**config.mk**
```make
export PLATFORM = sky130hd
export DESIGN_NAME = mlrs_front
export DESIGN_NICKNAME = d
export VERILOG_FILES = /design/src/design/mlrs_pkg.sv /design/src/design/mlrs_front.sv
export SDC_FILE = /design/constraint.sdc
export NUM_CORES = 1
export LEC_CHECK = 0
export ABC_AREA = 1
export BUFFER_PORTS_ARGS = -buffer_cell sky130_fd_sc_hd__clkbuf_2
export CAP_MARGIN = 20
export CORE_AREA = 4 4 226 228
export CTS_CLUSTER_DIAMETER = 60
export DETAILED_ROUTE_END_ITERATION = 8
export DIE_AREA = 0 0 230 232
export MAX_ROUTING_LAYER = met4
export PLACE_DENSITY_LB_ADDON = 0.15
export SLEW_MARGIN = 10
export SYNTH_ARGS = -nofsm -noshare
export SYNTH_HDL_FRONTEND = slang
export SYNTH_SLANG_ARGS = --single-unit
```
**constraint.sdc**
```tcl
create_clock -name clk -period 19.55 [get_ports clk]
set_input_delay 0 -clock clk [delete_from_list [all_inputs] [get_ports clk]]
set_output_delay 0 -clock clk [all_outputs]
set_load 0.005 [all_outputs]
```
**src/design/mlrs_pkg.sv**
```systemverilog
// Shared types, constants and saturation helpers for the regression trainer
package mlrs_pkg;

  localparam int LANES = 8;

  localparam logic OP_TRAIN   = 1'b0;
  localparam logic OP_PREDICT = 1'b1;

  localparam logic [2:0] REG_LR     = 3'd0;
  localparam logic [2:0] REG_L1     = 3'd1;
  localparam logic [2:0] REG_L2     = 3'd2;
  localparam logic [2:0] REG_MODE   = 3'd3;
  localparam logic [2:0] REG_NF     = 3'd4;
  localparam logic [2:0] REG_BATCH  = 3'd5;
  localparam logic [2:0] REG_BIAS   = 3'd6;

  localparam int MODE_L1 = 0;
  localparam int MODE_L2 = 1;

  localparam logic signed [63:0] G_LIM     = 64'sh0000_8000_0000_0000;
  localparam logic signed [63:0] NEG_G_LIM = -64'sh0000_8000_0000_0000;
  localparam logic signed [63:0] S64_MAX   = 64'sh7fff_ffff_ffff_ffff;
  localparam logic signed [63:0] S64_MIN   = 64'sh8000_0000_0000_0000;

  typedef struct packed {
    logic                        train;
    logic                        last;
    logic signed [31:0]          target;
    logic [LANES-1:0][31:0]      feat;
  } mlrs_item_t;

  typedef struct packed {
    logic [15:0]        lr;
    logic [15:0]        l1;
    logic [15:0]        l2;
    logic [1:0]         mode;
    logic [3:0]         nf;
    logic [5:0]         bsize;
    logic               bias_load;
    logic signed [31:0] bias_init;
  } mlrs_cfg_t;

  function automatic logic signed [31:0] sat32(input logic signed [63:0] v);
    logic signed [31:0] res;
    if (v[63:31] == '0 || v[63:31] == '1) begin
      res = v[31:0];
    end else if (v[63]) begin
      res = 32'sh8000_0000;
    end else begin
      res = 32'sh7fff_ffff;
    end
    return res;
  endfunction

  function automatic logic signed [63:0] sat_add64(input logic signed [63:0] a,
                                                   input logic signed [63:0] b);
    logic signed [63:0] s;
    s = a + b;
    if (a[63] == b[63] && s[63] != a[63]) begin
      s = a[63] ? S64_MIN : S64_MAX;
    end
    return s;
  endfunction

endpackage

```
**src/design/mlrs_front.sv**
```systemverilog
// Input side: accept transactions, classify them and queue them for the back end
module mlrs_front import mlrs_pkg::*; (
  input  logic         clk,
  input  logic         rst_n,
  input  logic         in_tvalid,
  output logic         in_tready,
  input  logic [287:0] in_tdata,
  input  logic         in_tuser,
  input  logic         in_tlast,
  output logic         head_valid,
  output mlrs_item_t   head,
  input  logic         pop
);

  mlrs_item_t  q_r [2];
  logic        wr_ptr_r;
  logic        rd_ptr_r;
  logic [1:0]  cnt_r;
  logic        push;
  logic        do_pop;
  mlrs_item_t  item;

  always_comb begin
    item.train  = (in_tuser == OP_TRAIN);
    item.last   = in_tlast;
    item.target = in_tdata[287:256];
    for (int k = 0; k < LANES; k++) begin
      item.feat[k] = in_tdata[32*k +: 32];
    end
  end

  assign in_tready  = (cnt_r != 2'd2);
  assign push       = in_tvalid && in_tready;
  assign head_valid = (cnt_r != 2'd0);
  assign head       = q_r[rd_ptr_r];
  assign do_pop     = pop && head_valid;

  always_ff @(posedge clk) begin
    if (push) begin
      q_r[wr_ptr_r] <= item;
    end
  end

  always_ff @(posedge clk) begin
    if (!rst_n) begin
      wr_ptr_r <= 1'b0;
      rd_ptr_r <= 1'b0;
      cnt_r    <= 2'd0;
    end else begin
      if (push) begin
        wr_ptr_r <= ~wr_ptr_r;
      end
      if (do_pop) begin
        rd_ptr_r <= ~rd_ptr_r;
      end
      cnt_r <= cnt_r + 2'(push) - 2'(do_pop);
    end
  end

endmodule

```
Word-level counts from Yosys, hierarchy flattened

Memories as Yosys holds them, arrays and structs flattened. A register that Yosys moved wholly into a read port is not among the register bits.
Cells that the tools add are included.
W data, S select, Z words.

Output and inout port bits: 292
Latch bits: 0
Memories: 1
ROM bits: 0
Memory bits (writable): 580
Bits in registers: 4

Add/subtract/negate cells: 2
Order comparisons: 0
Bitwise gates (word level): 3
Equality and inequality tests: 1
Div/mod/pow operators: 0
Reductions and logical operators: 3
Multiplexer cells: 4
Multiply operators: 0
Shifts and indexed selects: 0

Memories:

| memory | words | bits a word | rd ports | clocked after memory_dff | wr ports | RTL line         | text |
|---|---|---|---|---|---|---|---|
| q_r    | 2     | 290         | 1        | 1                        | 1        | mlrs_front.sv:15 | `mlrs_item_t q_r [2];` |

Operator list:

| cell                 | number |
|---|---|
| $mux W1              | 4 |
| $not A1 Y1           | 3 |
| $add A2 B1 Y2        | 1 |
| $logic_and A1 B1 Y1  | 2 |
| $ne A2 B2 Y1 const B | 1 |
| $reduce_bool A2 Y1   | 1 |
| $sub A2 B1 Y2        | 1 |

Depth between registers and ports, before layout

Word-level depth: 4
Gate-level depth with buffers: 11

Worst setup path before layout

OpenSTA, ideal clock, no wires.

Path type: flip-flop to flip-flop
Start: register cnt_r[0]
End: memory q_r[0][0] (netlist bit), enable pin
Slack: 6012 ps
Arrival: 12592 ps
Data required time: 18604 ps
Stages on the path, launching flop included: 5
Cells stage by stage: dfxtp_1 inv_1 nand2_1 nand2_1 nor2_1

Cells in the longest elaborated chain, start to end: 4

Ends and longest elaborated chain:

| element                       | RTL line         | text |
|---|---|---|
| from (decl)                   | mlrs_front.sv:18 | `logic [1:0] cnt_r;` |
| from (signal assigned)        | mlrs_front.sv:56 | `cnt_r <= cnt_r + 2'(push) - 2'(do_pop);` |
| $ne A2 B2 Y1                  | mlrs_front.sv:32 | `assign in_tready = (cnt_r != 2'd2);` |
| net in_tready                 | mlrs_front.sv:6  | `output logic in_tready,` |
| $logic_and A1 B1 Y1           | mlrs_front.sv:33 | `assign push = in_tvalid && in_tready;` |
| $mux W1                       | mlrs_front.sv:39 | `if (push) begin` |
| $mux W1 (not written as such) | mlrs_front.sv:40 | `q_r[wr_ptr_r] <= item;` |
| to (decl)                     | mlrs_front.sv:15 |  |

The timed path passes the listed nets, and every way through them passes these cells.

==> reports/qor.yml <==
status: "finished clean"
area_growth_pct: 39.2
met3_usage_pct: 6.06
vias_per_cell: 4.76
finalNetCount: 2154
setup_viol: 0
ios: 586
numClockSinks: 585
final_common_cell: "clkbuf_2"
dieArea_sq_um: 53400
antenna_left: 0
worstMarginPinSlew_ns: 1.10
fillCellCount: 3649
ir_worst_vdd_mv: 0.0830
slew_viol_final: 0
min_period_ns: 3.67
cellLeakagePower_nw: 11.6
grt_pass1_vias: 13500
met2_usage_pct: 34.7
synthDominantCellAreaShare_pct: 80.9
fp.dieH_microns: 232
whs_ns: 0.112
antenna_found_initial: 13
grtUsageMet1_pct: 23.5
path_max_fanout: 67
synth_area_leaders: "edfxtp_1 (81%), mux2_2 (9.9%), mux2_4 (7.0%)"
place_congestion: 0.822
grt_first_pass_wirelength_mm: 80.9
cap_violations: 0
hold_path.startpoint: "in_tdata[165]"
drc: 0
synth_seq_cells: 585
crit_type: "reg2out"
grt_use_total_pct: 20.7
grt_max_degree: 103
place_area_sq_um: 25200
path_clk_slew_ns: 0.06
p_switching_mw: 0.913
core_sq_um: 48800
worstPathArrival_ns: 3.67
syn_inst: 939
wl_per_cell_microns: 21.3
root_buffer: "clkbuf_16"
tns_ns: 0
fin_area_sq_um: 30000
fin_crit_sh_pct: 18.8
tritoncts: "done"
cts_setup_buffers: 0
clock_skew_ns: 0.0219
initial_core_util_pct: 44.1
grt-busiest-layer: "met2"
cts_buffer_depth: 3
hold_viol: 0
netlist_area_sq_um: 21500
cts_buffers: 60
gr-total-overflow: 0
ys_seq_area_share_pct: 81.3
clock_latency_ns: 0.62
dr.pass1.iters: 5
yosysUniqueCellTypes: 13
fmax_mhz: 272
synth_nets: 1235
die_x_microns: 230
final_cell_mix: "clkbuf_2 (585), edfxtp_1 (580), dlygate4sd3_1 (293)"
reg2reg_from: "cnt_r[0]"
rows: 81
final_layout_size_suffix_gt1_share_pct: 50.9
drtIter0Drc: 763
startpoint_type: "flip-flop"
seqPwrFrac_pct: 46.8
yosysTopAreaCell: "edfxtp_1"
htreeDepth: 2
p_sw_share_pct: 26.0
numPortBuffers: 585
pwr-share-comb_pct: 22.8
hold_class: "in2reg"
synth_area_per_cell_sq_um: 22.9
yosys_warnings: 0
p_int_mw: 2.61
cp_data_required_time_ns: 19.55
dp_hpwl_mm: 37.8
clockPowerShare_pct: 30.4
maxSlewHeadroom_pct: 26.7
num_vias: 12300
crit_path_end_kind: "output port"
wl_mm: 55.1
powerDensity_nw_per_um2: 117
rsz0062_at_grt: "no"
-- flip-flops by register name, indices dropped and copies added, names as in the netlist, named ones only --
| signal | flops |
|---|---|
| wr_ptr_r | 1 |
| rd_ptr_r | 1 |
| cnt_r | 2 |
| q_r | 580 |
-- worst paths after layout --
check | end | slack (ns) | cells after the start
setup / recovery | head[186] | 15.88 | 4
hold / removal | q_r[1][165] | 0.11 | 2
setup reg to reg | q_r[0][265] | 16.01 | 6
hold reg to reg | flip-flop | 0.51 | 2
-- power groups by stage --
stage	logic, mW	registers, mW	clock network, mW
finish	0.803	1.65	1.07
global route	0.860	1.66	1.16
CTS	0.815	1.65	1.10
detailed placement	0.761	1.67	0
global placement	0.759	1.67	0
floorplan	0.441	1.72	0
-- critical path, stage by stage, from the launching register on --
cell and delay (ns):
dfxtp_4 0.73, buf_4 0.80, buf_4 0.80, mux2_2 0.42
clkbuf_2 0.11
-- cells in the mapped netlist --
library cell	n
a21oi_1	2
buf_2	20
buf_4	1
buf_6	11
dfxtp_1	5
edfxtp_1	580
ha_1	2
inv_1	8
mux2_2	190
mux2_4	100
nand2_1	9
nand3_1	3
nor2_1	8
-- layer usage --
| layer | part of all wire, % | wire length (microns) | vias to the layer above |
|---|---|---|---|
| met2 | 50 | 27800 | 480 |
| li1 | - | - | 5610 |
| met4 | 3.9 | 2180 | 0 |
| met1 | 38 | 21100 | 6082 |
| met3 | 7.4 | 4080 | 112 |
| met5 | 0 | 0 | - |
-- cell type report --
type,instances,area (sq um),share of cell area (%)
well taps,664,831,2.77
multi-input cells,314,3760,12.6
diodes,13,32.5,0.109
inverters,8,37.5,0.125
clock inverters,38,293,0.977
repair buffers,889,5940,19.8
clock buffers,72,1550,5.16
flip-flops and latches,585,17500,58.5
-- kinds of logic (layout without fill, tap and decap cells) --
| kind of cell | count (synthesis) | in the layout | synth area share (%) |
|---|---|---|---|
| buffers and inverters | 40 | 1007 | 1.21 |
| other | 0 | 13 | 0 |
| AND/OR/NAND/NOR | 20 | 20 | 0.366 |
| flip-flops | 585 | 585 | 81.3 |
| adder cells (fa/ha/maj) | 2 | 2 | 0.116 |
| multiplexers | 290 | 290 | 16.9 |
| AO/OA/AOI/OAI | 2 | 2 | 0.0465 |
-- metrics by stage --
| stage | worst slack (ns) | std cells | total power [mW] | utilization (%) |
|---|---|---|---|---|
| finish | 15.88 | 2583 | 3.52 | 61.3 |
| global route | 15.64 | 2583 | 3.68 | 61.3 |
| CTS | 15.79 | 2570 | 3.56 | 61.3 |
| detailed placement | 16.00 | 2167 | 2.43 | 51.5 |
| global placement | 16.05 | 2167 | 2.43 | 51.5 |
| floorplan | 6.01 | 939 | 2.16 | - |
-- repair_timing --
| item | in CTS | in global routing |
|---|---|---|
| hold buffers | 293 | 0 |
| hold endpoints to repair | 605 | 0 |
| gates resized for setup | 0 | 0 |
Note: power is estimated with default switching activity, not from simulation.
